==> config.mk <==
export PLATFORM = sky130hd
export DESIGN_NAME = touch_average_affine_calibrate
export DESIGN_NICKNAME = d
export VERILOG_FILES = /design/src/rtl/tac_pkg.sv /design/src/rtl/touch_average_affine_calibrate.sv /design/src/rtl/tac_divider.sv
export SDC_FILE = /design/constraint.sdc
export NUM_CORES = 2
export LEC_CHECK = 0
export BUFFER_PORTS_ARGS = -buffer_cell sky130_fd_sc_hd__buf_2
export CORE_UTILIZATION = 45
export CTS_BUF_LIST = sky130_fd_sc_hd__clkbuf_16
export CTS_CLUSTER_SIZE = 24
export DETAILED_ROUTE_END_ITERATION = 10
export GPL_TIMING_DRIVEN = 0
export PLACE_DENSITY_LB_ADDON = 0.1
export SETUP_SLACK_MARGIN = 0.05
export SKIP_CTS_REPAIR_TIMING = 1
export SYNTH_ARGS = -nofsm -noshare
export SYNTH_HDL_FRONTEND = slang
export SYNTH_SLANG_ARGS = --single-unit
export TNS_END_PERCENT = 1
==> constraint.sdc <==
create_clock -name aclk -period 9.7 [get_ports aclk]
set_input_delay 0.97 -clock aclk [delete_from_list [all_inputs] [get_ports aclk]]
set_output_delay 0.97 -clock aclk [all_outputs]
set_load 0.005 [all_outputs]
==> src/rtl/tac_pkg.sv <==
// ----------------------------------------------------------------------------
// tac_pkg: shared widths, defaults and register indexes
// Constants used by the touch averaging / affine calibration block and its
// iterative divider.
// ----------------------------------------------------------------------------
`timescale 1ns / 1ps

package tac_pkg;

    // sample fields
    localparam int RAW_X_W = 15;
    localparam int RAW_Y_W = 16;

    // running sums, wrap at these widths
    localparam int SUM_X_W = 17;
    localparam int SUM_Y_W = 18;
    localparam int CNT_W   = 3;

    // calibration registers
    localparam int COEF_W    = 32;
    localparam int DIVISOR_W = 31;
    localparam int CFG_IDX_W = 3;

    // numerator: |off + c*ax + c*ay| < 2^50, so 52 bits signed is ample
    localparam int ACC_W = 52;
    localparam int MAG_W = ACC_W - 1;

    // averaging
    localparam int AVG_SAMPLES_DEF = 4;
    localparam int RECIP_SHIFT     = 24;

    typedef enum logic [CFG_IDX_W-1:0] {
        REG_COEF_XX  = 3'd0,
        REG_COEF_XY  = 3'd1,
        REG_OFFSET_X = 3'd2,
        REG_COEF_YX  = 3'd3,
        REG_COEF_YY  = 3'd4,
        REG_OFFSET_Y = 3'd5,
        REG_DIVISOR  = 3'd6
    } cfg_reg_t;

endpackage

==> src/rtl/touch_average_affine_calibrate.sv <==
// ----------------------------------------------------------------------------
// touch_average_affine_calibrate: touch sample averager with affine calibration
// A release is registered in the cycle after its sample transfer. A press
// follows the last averaged sample: ST_AVG, then per axis ST_MUL_A, ST_MUL_B,
// ST_ACC, ST_START and the bit-serial divider in ST_WAIT, then ST_OUT.
// Throughput: one sample per cycle while averaging and output free; blocked during calibration.
// Reset (aresetn low, sync): idle, sums cleared, coefficients to identity.
// ----------------------------------------------------------------------------
`timescale 1ns / 1ps

module touch_average_affine_calibrate #(
    parameter int AVG_SAMPLES = tac_pkg::AVG_SAMPLES_DEF
) (
    input  logic                           aclk,
    input  logic                           aresetn,

    // configuration write port
    input  logic                           cfg_wr_en,
    input  logic [tac_pkg::CFG_IDX_W-1:0]  cfg_index,
    input  logic [tac_pkg::COEF_W-1:0]     cfg_wdata,

    // raw sample channel
    input  logic                           s_valid,
    output logic                           s_ready,
    input  logic [tac_pkg::RAW_X_W-1:0]    s_raw_x,
    input  logic [tac_pkg::RAW_Y_W-1:0]    s_raw_y,
    input  logic                           s_pen_down,

    // press / release channel
    output logic                           m_valid,
    input  logic                           m_ready,
    output logic                           m_is_press,
    output logic signed [tac_pkg::COEF_W-1:0] m_screen_x,
    output logic signed [tac_pkg::COEF_W-1:0] m_screen_y
);

    import tac_pkg::*;

    // Averaging divides by AVG_SAMPLES through a constant reciprocal:
    // floor(s/N) = (s * ceil(2^K/N)) >> K, exact for all 18-bit sums.
    localparam int RECIP_W = RECIP_SHIFT + 1;
    localparam longint RECIP = ((64'd1 << RECIP_SHIFT) + AVG_SAMPLES - 1) / AVG_SAMPLES;
    localparam int PX_W = SUM_X_W + RECIP_W;
    localparam int PY_W = SUM_Y_W + RECIP_W;
    localparam int MUL_W = COEF_W + SUM_Y_W + 1;

    // saturation limits on the quotient magnitude
    localparam logic [MAG_W-1:0] POS_LIMIT = MAG_W'(64'h7FFF_FFFF);
    localparam logic [MAG_W-1:0] NEG_LIMIT = MAG_W'(64'h8000_0000);

    // Sequencer: per axis the shared multiplier runs twice, the adder
    // accumulates, then the divider produces the quotient.
    typedef enum logic [7:0] {
        ST_IDLE  = 8'b0000_0001,
        ST_AVG   = 8'b0000_0010,
        ST_MUL_A = 8'b0000_0100,
        ST_MUL_B = 8'b0000_1000,
        ST_ACC   = 8'b0001_0000,
        ST_START = 8'b0010_0000,
        ST_WAIT  = 8'b0100_0000,
        ST_OUT   = 8'b1000_0000
    } state_t;

    state_t state_reg, state_next;

    // calibration registers
    logic signed [COEF_W-1:0] coef_xx_reg, coef_xy_reg, offset_x_reg;
    logic signed [COEF_W-1:0] coef_yx_reg, coef_yy_reg, offset_y_reg;
    logic [DIVISOR_W-1:0]     divisor_reg;

    // collection state
    logic                 collecting_reg, collecting_next;
    logic [CNT_W-1:0]     count_reg, count_next;
    logic [SUM_X_W-1:0]   sum_x_reg, sum_x_next;
    logic [SUM_Y_W-1:0]   sum_y_reg, sum_y_next;

    // datapath
    logic [SUM_X_W-1:0]       avg_x_reg, avg_x_next;
    logic [SUM_Y_W-1:0]       avg_y_reg, avg_y_next;
    logic [PX_W-1:0]          avg_x_prod;
    logic [PY_W-1:0]          avg_y_prod;
    logic signed [ACC_W-1:0]  acc_reg, acc_next;
    logic signed [ACC_W-1:0]  prod_reg, prod_next;
    logic                     axis_reg, axis_next;
    logic                     neg_reg, neg_next;
    logic signed [COEF_W-1:0] res_x_reg, res_x_next;

    // shared multiplier operands
    logic signed [COEF_W-1:0] mul_coef;
    logic [SUM_Y_W-1:0]       mul_avg;
    logic signed [MUL_W-1:0]  mul_res;

    // divider hookup
    logic                 div_start;
    logic                 div_done;
    logic [MAG_W-1:0]     div_numer;
    logic [MAG_W-1:0]     div_quot;
    logic [DIVISOR_W-1:0] div_denom;
    logic signed [COEF_W-1:0] sat_val;

    // output register
    logic                     m_valid_reg, m_valid_next;
    logic                     m_is_press_reg, m_is_press_next;
    logic signed [COEF_W-1:0] m_screen_x_reg, m_screen_x_next;
    logic signed [COEF_W-1:0] m_screen_y_reg, m_screen_y_next;

    logic out_free;
    logic s_xfer;
    logic last_sample;

    // ------------------------------------------------------------------
    // configuration registers
    // ------------------------------------------------------------------
    always_ff @(posedge aclk) begin
        if (!aresetn) begin
            coef_xx_reg  <= COEF_W'(1);
            coef_xy_reg  <= '0;
            offset_x_reg <= '0;
            coef_yx_reg  <= '0;
            coef_yy_reg  <= COEF_W'(1);
            offset_y_reg <= '0;
            divisor_reg  <= DIVISOR_W'(1);
        end else if (cfg_wr_en) begin
            case (cfg_index)
                REG_COEF_XX:  coef_xx_reg  <= cfg_wdata;
                REG_COEF_XY:  coef_xy_reg  <= cfg_wdata;
                REG_OFFSET_X: offset_x_reg <= cfg_wdata;
                REG_COEF_YX:  coef_yx_reg  <= cfg_wdata;
                REG_COEF_YY:  coef_yy_reg  <= cfg_wdata;
                REG_OFFSET_Y: offset_y_reg <= cfg_wdata;
                REG_DIVISOR:  divisor_reg  <= cfg_wdata[DIVISOR_W-1:0];
                default: begin
                end
            endcase
        end
    end

    // ------------------------------------------------------------------
    // handshakes
    // ------------------------------------------------------------------
    // The output register frees up when its transfer happens, so a new
    // sample can be taken in the same cycle a result leaves.
    assign out_free = ~m_valid_reg | m_ready;
    assign s_ready  = (state_reg == ST_IDLE) & out_free;
    assign s_xfer   = s_valid & s_ready;

    assign last_sample = (count_reg + CNT_W'(1)) == CNT_W'(AVG_SAMPLES);

    // ------------------------------------------------------------------
    // datapath helpers
    // ------------------------------------------------------------------
    assign avg_x_prod = PX_W'(sum_x_reg) * PX_W'(RECIP);
    assign avg_y_prod = PY_W'(sum_y_reg) * PY_W'(RECIP);

    // coefficient select: first pass uses the raw-x weight, second the raw-y
    always_comb begin
        if (state_reg == ST_MUL_A) begin
            mul_coef = axis_reg ? coef_yx_reg : coef_xx_reg;
            mul_avg  = SUM_Y_W'(avg_x_reg);
        end else begin
            mul_coef = axis_reg ? coef_yy_reg : coef_xy_reg;
            mul_avg  = avg_y_reg;
        end
    end

    assign mul_res = mul_coef * $signed({1'b0, mul_avg});

    // magnitude into the divider, sign kept aside; zero divisor acts as one
    assign div_numer = acc_reg[ACC_W-1] ? MAG_W'(-acc_reg) : MAG_W'(acc_reg);
    assign div_denom = (divisor_reg == '0) ? DIVISOR_W'(1) : divisor_reg;
    assign div_start = (state_reg == ST_START);

    // truncate toward zero, then clamp to signed 32 bits
    always_comb begin
        if (neg_reg) begin
            sat_val = (div_quot > NEG_LIMIT) ? $signed(32'h8000_0000)
                                             : -$signed(div_quot[COEF_W-1:0]);
        end else begin
            sat_val = (div_quot > POS_LIMIT) ? $signed(32'h7FFF_FFFF)
                                             : $signed(div_quot[COEF_W-1:0]);
        end
    end

    tac_divider #(
        .NUM_W (MAG_W),
        .DEN_W (DIVISOR_W)
    ) u_divider (
        .aclk    (aclk),
        .aresetn (aresetn),
        .start   (div_start),
        .numer   (div_numer),
        .denom   (div_denom),
        .done    (div_done),
        .quot    (div_quot)
    );

    // ------------------------------------------------------------------
    // sequencer
    // ------------------------------------------------------------------
    always_comb begin
        state_next      = state_reg;
        collecting_next = collecting_reg;
        count_next      = count_reg;
        sum_x_next      = sum_x_reg;
        sum_y_next      = sum_y_reg;
        avg_x_next      = avg_x_reg;
        avg_y_next      = avg_y_reg;
        acc_next        = acc_reg;
        prod_next       = prod_reg;
        axis_next       = axis_reg;
        neg_next        = neg_reg;
        res_x_next      = res_x_reg;
        m_valid_next    = m_valid_reg & ~m_ready;
        m_is_press_next = m_is_press_reg;
        m_screen_x_next = m_screen_x_reg;
        m_screen_y_next = m_screen_y_reg;

        case (state_reg)
            ST_IDLE: begin
                if (s_xfer) begin
                    if (!collecting_reg) begin
                        if (s_pen_down) begin
                            // start sample opens a collection, not summed
                            collecting_next = 1'b1;
                            count_next      = '0;
                            sum_x_next      = '0;
                            sum_y_next      = '0;
                        end else begin
                            // idle pen-up: release
                            m_valid_next    = 1'b1;
                            m_is_press_next = 1'b0;
                            m_screen_x_next = '0;
                            m_screen_y_next = '0;
                        end
                    end else begin
                        sum_x_next = sum_x_reg + SUM_X_W'(s_raw_x);
                        sum_y_next = sum_y_reg + SUM_Y_W'(s_raw_y);
                        if (last_sample) begin
                            collecting_next = 1'b0;
                            count_next      = '0;
                            axis_next       = 1'b0;
                            state_next      = ST_AVG;
                        end else begin
                            count_next = count_reg + CNT_W'(1);
                        end
                    end
                end
            end
            ST_AVG: begin
                avg_x_next = avg_x_prod[RECIP_SHIFT +: SUM_X_W];
                avg_y_next = avg_y_prod[RECIP_SHIFT +: SUM_Y_W];
                state_next = ST_MUL_A;
            end
            ST_MUL_A: begin
                prod_next  = ACC_W'(mul_res);
                acc_next   = ACC_W'(axis_reg ? offset_y_reg : offset_x_reg);
                state_next = ST_MUL_B;
            end
            ST_MUL_B: begin
                prod_next  = ACC_W'(mul_res);
                acc_next   = acc_reg + prod_reg;
                state_next = ST_ACC;
            end
            ST_ACC: begin
                acc_next   = acc_reg + prod_reg;
                state_next = ST_START;
            end
            ST_START: begin
                neg_next   = acc_reg[ACC_W-1];
                state_next = ST_WAIT;
            end
            ST_WAIT: begin
                if (div_done) begin
                    if (!axis_reg) begin
                        res_x_next = sat_val;
                        axis_next  = 1'b1;
                        state_next = ST_MUL_A;
                    end else begin
                        m_screen_y_next = sat_val;
                        state_next      = ST_OUT;
                    end
                end
            end
            ST_OUT: begin
                if (out_free) begin
                    m_valid_next    = 1'b1;
                    m_is_press_next = 1'b1;
                    m_screen_x_next = res_x_reg;
                    state_next      = ST_IDLE;
                end
            end
            default: begin
                state_next = ST_IDLE;
            end
        endcase
    end

    always_ff @(posedge aclk) begin
        if (!aresetn) begin
            state_reg      <= ST_IDLE;
            collecting_reg <= 1'b0;
            count_reg      <= '0;
            sum_x_reg      <= '0;
            sum_y_reg      <= '0;
            axis_reg       <= 1'b0;
            m_valid_reg    <= 1'b0;
        end else begin
            state_reg      <= state_next;
            collecting_reg <= collecting_next;
            count_reg      <= count_next;
            sum_x_reg      <= sum_x_next;
            sum_y_reg      <= sum_y_next;
            axis_reg       <= axis_next;
            m_valid_reg    <= m_valid_next;
        end
        avg_x_reg      <= avg_x_next;
        avg_y_reg      <= avg_y_next;
        acc_reg        <= acc_next;
        prod_reg       <= prod_next;
        neg_reg        <= neg_next;
        res_x_reg      <= res_x_next;
        m_is_press_reg <= m_is_press_next;
        m_screen_x_reg <= m_screen_x_next;
        m_screen_y_reg <= m_screen_y_next;
    end

    assign m_valid    = m_valid_reg;
    assign m_is_press = m_is_press_reg;
    assign m_screen_x = m_screen_x_reg;
    assign m_screen_y = m_screen_y_reg;

endmodule

==> src/rtl/tac_divider.sv <==
// ----------------------------------------------------------------------------
// tac_divider: iterative unsigned restoring divider
// One quotient bit per cycle. done pulses for one cycle with the quotient
// valid on quot. denom must hold while busy.
// ----------------------------------------------------------------------------
`timescale 1ns / 1ps

module tac_divider #(
    parameter int NUM_W = 51,
    parameter int DEN_W = 31
) (
    input  logic             aclk,
    input  logic             aresetn,
    input  logic             start,
    input  logic [NUM_W-1:0] numer,
    input  logic [DEN_W-1:0] denom,
    output logic             done,
    output logic [NUM_W-1:0] quot
);

    localparam int CNT_W = $clog2(NUM_W + 1);

    logic [DEN_W-1:0] rem_reg,  rem_next;
    logic [NUM_W-1:0] quot_reg, quot_next;
    logic [CNT_W-1:0] cnt_reg,  cnt_next;
    logic             busy_reg, busy_next;
    logic             done_reg, done_next;

    logic [DEN_W:0]   shifted;
    logic [DEN_W+1:0] diff;
    logic             ge;

    // trial subtract of the divisor from the shifted partial remainder
    assign shifted = {rem_reg, quot_reg[NUM_W-1]};
    assign diff    = {1'b0, shifted} - {2'b00, denom};
    assign ge      = ~diff[DEN_W+1];

    always_comb begin
        rem_next  = rem_reg;
        quot_next = quot_reg;
        cnt_next  = cnt_reg;
        busy_next = busy_reg;
        done_next = 1'b0;
        if (start) begin
            rem_next  = '0;
            quot_next = numer;
            cnt_next  = CNT_W'(NUM_W);
            busy_next = 1'b1;
        end else if (busy_reg) begin
            rem_next  = ge ? diff[DEN_W-1:0] : shifted[DEN_W-1:0];
            quot_next = {quot_reg[NUM_W-2:0], ge};
            cnt_next  = cnt_reg - CNT_W'(1);
            if (cnt_reg == CNT_W'(1)) begin
                busy_next = 1'b0;
                done_next = 1'b1;
            end
        end
    end

    always_ff @(posedge aclk) begin
        if (!aresetn) begin
            busy_reg <= 1'b0;
            done_reg <= 1'b0;
            cnt_reg  <= '0;
        end else begin
            busy_reg <= busy_next;
            done_reg <= done_next;
            cnt_reg  <= cnt_next;
        end
        rem_reg  <= rem_next;
        quot_reg <= quot_next;
    end

    assign done = done_reg;
    assign quot = quot_reg;

endmodule

After elaboration in Yosys (flattened, before gate mapping)
Cells that the tools add are included.
- output and inout port bits: 67
- flip-flop bits (word level): 594
- logic and storage cells: 159
- input bits: 72
- multipliers: 1
- mux-type cells: 60
- add/subtract/negate cells: 8
- $lt $le $gt $ge: 2
- reductions and logical operators: 25
- equality and inequality tests: 24
- bitwise operators: 10
- operators by type and width (kind ; count):
    $mux 32 ; 12
    $mux 51 ; 3
    $pmux 32 s2 ; 2
    $pmux 52 s2 ; 1
    $pmux 8 s8 ; 1
    $mux 31 ; 2
    $add 52x51->52 ; 1
    $mux 52 ; 1
    $gt 51x31->1 const B ; 1
    $gt 51x32->1 const B ; 1
    $neg 51->51 ; 1
    $mul 32x17->49 ; 1
    $mux 8 ; 6
    $mux 18 ; 2
    $mux 17 ; 2
    $sub 32x31->33 ; 1
    $neg 32->32 ; 1
    $logic_not 31->1 ; 1
    $mux 1 ; 19
    $add 18x16->18 ; 1
    $add 17x15->17 ; 1
    $mux 16 ; 1
    $reduce_and 2->1 ; 8
    $reduce_and 5->1 ; 3
    28 further kinds ; 57

Longest topological paths before layout
- word-level depth: 6
- mapped depth: 34
- mapped depth without buffers: 31

Cells and area by module
Synthesis repeated with hierarchy kept, for this count alone.
- cells, all modules: 5553
- area, all modules: 49957.9 um^2
- modules (own cells, without submodules) (module ; times used ; cells each ; seq. area each (um^2) ; area each (um^2)):
    touch_average_affine_calibrate ; 1 ; 4958 ; 12351.8 ; 44158.6
    tac_divider ; 1 ; 595 ; 2312.2 ; 5799.3

Worst setup path before layout
Ideal clock, no wire load.
- path type: flip-flop to flip-flop
- from: register state_reg[1]
- to: register prod_reg[49] (data pin)
- clock period less this slack: 8517 ps
- cell stages (with the launch flop): 30
- path buffers: 4
- arrival: 8310 ps
- path slack: 1183 ps
- data required time: 9493 ps
- cells stage by stage: dfxtp_1 -> nor2_1 -> nand3_1 -> nor3b_1 -> clkbuf_1 -> clkbuf_1 -> clkbuf_1 -> nand2_1 -> nand2_1 -> clkbuf_1 -> nand2_1 -> fa_1 -> fa_1 -> fa_1 -> fa_1 -> fa_1 -> fa_1 -> inv_1 -> ha_1 -> and4_1 -> nand2_1 -> nor2_1 -> a221o_1 -> a31o_2 -> and2_1 -> or3_1 -> o21a_1 -> a22oi_1 -> mux2i_1 -> a2111oi_0
- longest elaborated chain between the ends: 3
- elaborated cells between the ends (all ways): 4
- classes of those cells: mul (1); eq/ne (1); mux (2)
- ends and longest elaborated chain (element ; RTL line ; source):
    start: declaration ; touch_average_affine_calibrate.sv:64 ; state_t state_reg, state_next;
    start signal: assignment ; touch_average_affine_calibrate.sv:308 ; state_reg <= state_next;
    $eq 8x3->1 (*) ; touch_average_affine_calibrate.sv:157 ; if (state_reg == ST_MUL_A) begin
    $mux 32 / $mux 16 (equally long branches) ; touch_average_affine_calibrate.sv:157 ;
    $mul 32x17->49 (*) ; touch_average_affine_calibrate.sv:166 ; assign mul_res = mul_coef * $signed({1'b0, mul_avg});
    net mul_res[48] ; touch_average_affine_calibrate.sv:91 ; logic signed [MUL_W-1:0] mul_res;
    end signal: assignment ; touch_average_affine_calibrate.sv:319 ; prod_reg <= prod_next;
    end: declaration ; touch_average_affine_calibrate.sv:83 ; logic signed [ACC_W-1:0] prod_reg, prod_next;
The timed path passes the listed nets; every way through them passes the cells marked *.
A chain may end at the register's enable or synchronous reset.

Worst setup path after layout
Ends and elaborated chain as after synthesis.

==> impl_results.md <==
- Diode insertion count for antenna repair: 0
- Number of max-capacitance violations reported: 0
- Slew margin rel.: 0.236
- Initial cell density of the core: 0.455
- Switching component of the power: 0.00205 W
- Internal power: 0.00495 W
- Average vias per placed instance: 5.49
- Critical Path Source Type: flop
- Detailed-placement wirelength estimate: 126 mm
- Residual DRC count: 18
- Most common library cell in the layout ignoring fill and taps: sky130_fd_sc_hd__nand2_1
- Post-synth top area cell: sky130_fd_sc_hd__fa_1
- Number of standard cells after synthesis: 5420
- Biggest cell delay along the critical path: 0.60 ns
- Overall die width: 329 um
- Average wire per standard cell: 22.1 um
- Final worst-path setup slack: 0.357 ns
- Clock Tree Buf Depth: 3
- Power density cells: 131 mW/mm2
- Portion of the post-synthesis area used by sequential elements: 0.305
- Die footprint: 0.108 mm2
- I/O Buffers: 138
- Number of distinct standard cells referenced by the synthesized netlist: 70
- Violated checks: DRC
- Commonest non-fill, non-tap cells in the layout: sky130_fd_sc_hd__nand2_1 (1071), sky130_fd_sc_hd__inv_1 (658), sky130_fd_sc_hd__fa_1 (491), sky130_fd_sc_hd__a21oi_1 (378), sky130_fd_sc_hd__nor2_1 (343)
- Number of placed I/O pins: 139
- Clock sinks: 592
- Number of levels in the clock H-tree: 3
- Area of all placed cells without fillers: 0.0534 mm2
- Worst-case clock skew: 0.0309 ns
- Most prevalent standard cell on the critical path: sky130_fd_sc_hd__fa_1
- First-pass iteration count of the detailed router: 11
- Cell type of the slowest stage on the worst timing path: sky130_fd_sc_hd__fa_1
- Die Ht: 329 um
- Drt total wl: 157 mm
- Placement-stage worst setup slack: -2.30 ns
- Post-synthesis cell area: 0.0480 mm2
- Max-slew violation count: 0
- Critical-path maximum fanout: 10
- Portion of the clock cycle consumed by the worst path in the final layout: 0.963
- Count of final setup violators: 0
- Core region area: 0.106 mm2
- Via count of the routed design: 39000
- Type of the setup path with the least slack: reg2reg
- Clock tree from TritonCTS: yes
- Number of nets in the final layout: 6445
- Most used flip-flop cell after synthesis: sky130_fd_sc_hd__dfxtp_1
- Synthesis-to-layout area growth: 11.3%
- Placement Rows: 119
- Clock group share of total power: 0.393
- Initial DRC Count: 2961
- Synth top area cells: sky130_fd_sc_hd__fa_1 (21%), sky130_fd_sc_hd__edfxtp_1 (18%), sky130_fd_sc_hd__dfxtp_1 (13%)
- First-pass GRT wire length: 238 mm
- Signal arrival time at the worst endpoint: 9.85 ns
- Clock-pin transition on the worst setup and hold timing paths: 0.06 ns
- Path class of the lowest-slack min-delay path: reg2reg
- Vias in the first global route: 38800
- Max Clk Rate: 0.107 GHz
- Post-layout utilization of the core: 0.506
- Final Wtd Congestion: 0.948
- Synthesized Nets: 6222
- Reg2Reg Setup Slack: 0.36 ns
- Hold Violations, Final: 0
- Total of flip-flops plus latches after synthesis: 592
- Bufs and invs on worst path: 7
- Number of nets with antenna violations after detailed routing: 0
- Worst-Margin Slew: 1.13 ns
- Post-synth top area share: 0.205
- Average footprint of a synthesized cell: 8.86 um2
- Minimum period implied by the final worst setup slack: 9.34 ns
- Flip-flop count of the largest register after layout: 52
- Inserted Clock Buffers: 71
- Sequential group share of total power: 0.416
- Leftover overflow at the end of global routing: 0
- Largest voltage drop on the vdd net: 0.111 mV
- Share of flip-flops with an asynchronous set or reset after synthesis: 0
- Clock tree root driver cell: sky130_fd_sc_hd__clkbuf_16
- Gate family responsible for the most delay along the worst path: adder cells
- Antenna violations before repair: 9
- Filler cell count: 10100
- Portion of total power attributed to combinational logic: 0.191
- Run status: finished, violations left
- Unrepaired setup endpoints after global routing: yes
- Worst setup EP type: flop
- Data required time at the worst endpoint: 10.21 ns
- Static leakage: 22.9 nW
- Warnings, synthesis: 0
- Switching share of power: 0.293
- Source-to-sink clock delay at the later pin of the worst-skew pair: 0.65 ns
- Maximum number of pins on one net before global-route repair: 54
- Layout cell share with drive strength beyond 1: 0.0730
- GRT Total Usage: 0.294
- Number of enable-type register cells in the synthesized netlist: 281
- Placement-stage cell area: 0.0506 mm2
[routing by layer]
metal  vias to the layer above  GRT usage  wire (um)
li1                      18300          -          -
met1                     19200      0.381      66300
met2                      1211      0.495      74500
met3                       296     0.0347       8810
met4                         0      0.127       7260
met5                         -          0          0
[Yosys cell counts (11+ instances only)]
| cell type | n |
|---|---|
| sky130_fd_sc_hd__o31ai_1 | 25 |
| sky130_fd_sc_hd__o21bai_1 | 22 |
| sky130_fd_sc_hd__o21a_1 | 42 |
| sky130_fd_sc_hd__nand3b_1 | 14 |
| sky130_fd_sc_hd__a21o_1 | 89 |
| sky130_fd_sc_hd__o21ai_1 | 17 |
| sky130_fd_sc_hd__xnor2_1 | 95 |
| sky130_fd_sc_hd__edfxtp_1 | 281 |
| sky130_fd_sc_hd__nand2_1 | 1080 |
| sky130_fd_sc_hd__and3_1 | 22 |
| sky130_fd_sc_hd__o311ai_0 | 17 |
| sky130_fd_sc_hd__mux2i_1 | 81 |
| sky130_fd_sc_hd__a211oi_1 | 25 |
| sky130_fd_sc_hd__nand4_1 | 27 |
| sky130_fd_sc_hd__nand3_1 | 73 |
| sky130_fd_sc_hd__a22oi_1 | 24 |
| sky130_fd_sc_hd__nor2_1 | 345 |
| sky130_fd_sc_hd__mux4_2 | 12 |
| sky130_fd_sc_hd__a21oi_1 | 379 |
| sky130_fd_sc_hd__dfxtp_1 | 311 |
| sky130_fd_sc_hd__nor2b_1 | 73 |
| sky130_fd_sc_hd__or2_2 | 11 |
| sky130_fd_sc_hd__nor4_1 | 19 |
| sky130_fd_sc_hd__a31oi_1 | 34 |
| sky130_fd_sc_hd__and2_1 | 86 |
| sky130_fd_sc_hd__or3_1 | 35 |
| sky130_fd_sc_hd__clkbuf_1 | 225 |
| sky130_fd_sc_hd__o21ai_0 | 250 |
| sky130_fd_sc_hd__fa_1 | 493 |
| sky130_fd_sc_hd__ha_1 | 237 |
| sky130_fd_sc_hd__xor2_1 | 100 |
| sky130_fd_sc_hd__nand2b_1 | 41 |
| sky130_fd_sc_hd__buf_1 | 14 |
| sky130_fd_sc_hd__inv_1 | 647 |
| sky130_fd_sc_hd__nor3_1 | 46 |
[final timing paths]
path,start,endpoint,depth (start not counted)
max,state_reg[1],prod_reg[49],30
min,sum_x_reg[16],avg_x_reg[14],0
max reg2reg,state_reg[1],prod_reg[49],30
min reg2reg,sum_x_reg[16],avg_x_reg[14],0
[stage by stage]
step           power [W]  setup TNS, ns  hold WS [ns]  std cells
6_report         0.00700              0         0.451       7090
5_1_grt          0.00730              0         0.466       7090
4_1_cts          0.00704         -38.65         0.454       7083
3_5_place_dp     0.00429         -37.42         0.446       6954
3_3_place_gp     0.00426         -36.01         0.440       6949
2_1_floorplan    0.00379              0         0.424       5420
[cells by family after synthesis]
| logic type | synth area share |
|---|---|
| XOR/XNOR | 0.0356 |
| AND/OR/NAND/NOR | 0.173 |
| flip-flops | 0.305 |
| adder cells (fa/ha/maj) | 0.267 |
| buffers and inverters | 0.0698 |
| AO/OA/AOI/OAI | 0.125 |
| multiplexers | 0.0241 |
[final cells by class]
cell class	count	area, um2	share of cell area
plain buffers	239	1030	0.0193
clock buffers	75	1880	0.0351
clock inverters	54	494	0.00925
inverters	650	2440	0.0457
multi-input cells	3936	30300	0.567
flip-flops and latches	592	14700	0.274
well taps	1391	1740	0.0326
repair buffers	153	891	0.0167
[power by group through the flow]
stage                     Sequential (W)  Clock [W]  Combinational [W]
after floorplan                  0.00296          0           0.000827
after global routing             0.00293    0.00289            0.00148
after global placement           0.00298          0            0.00128
after detailed placement         0.00297          0            0.00132
final                            0.00291    0.00275            0.00134
after CTS                        0.00291    0.00280            0.00133
No activity file was read; power rests on OpenSTA's default activity.
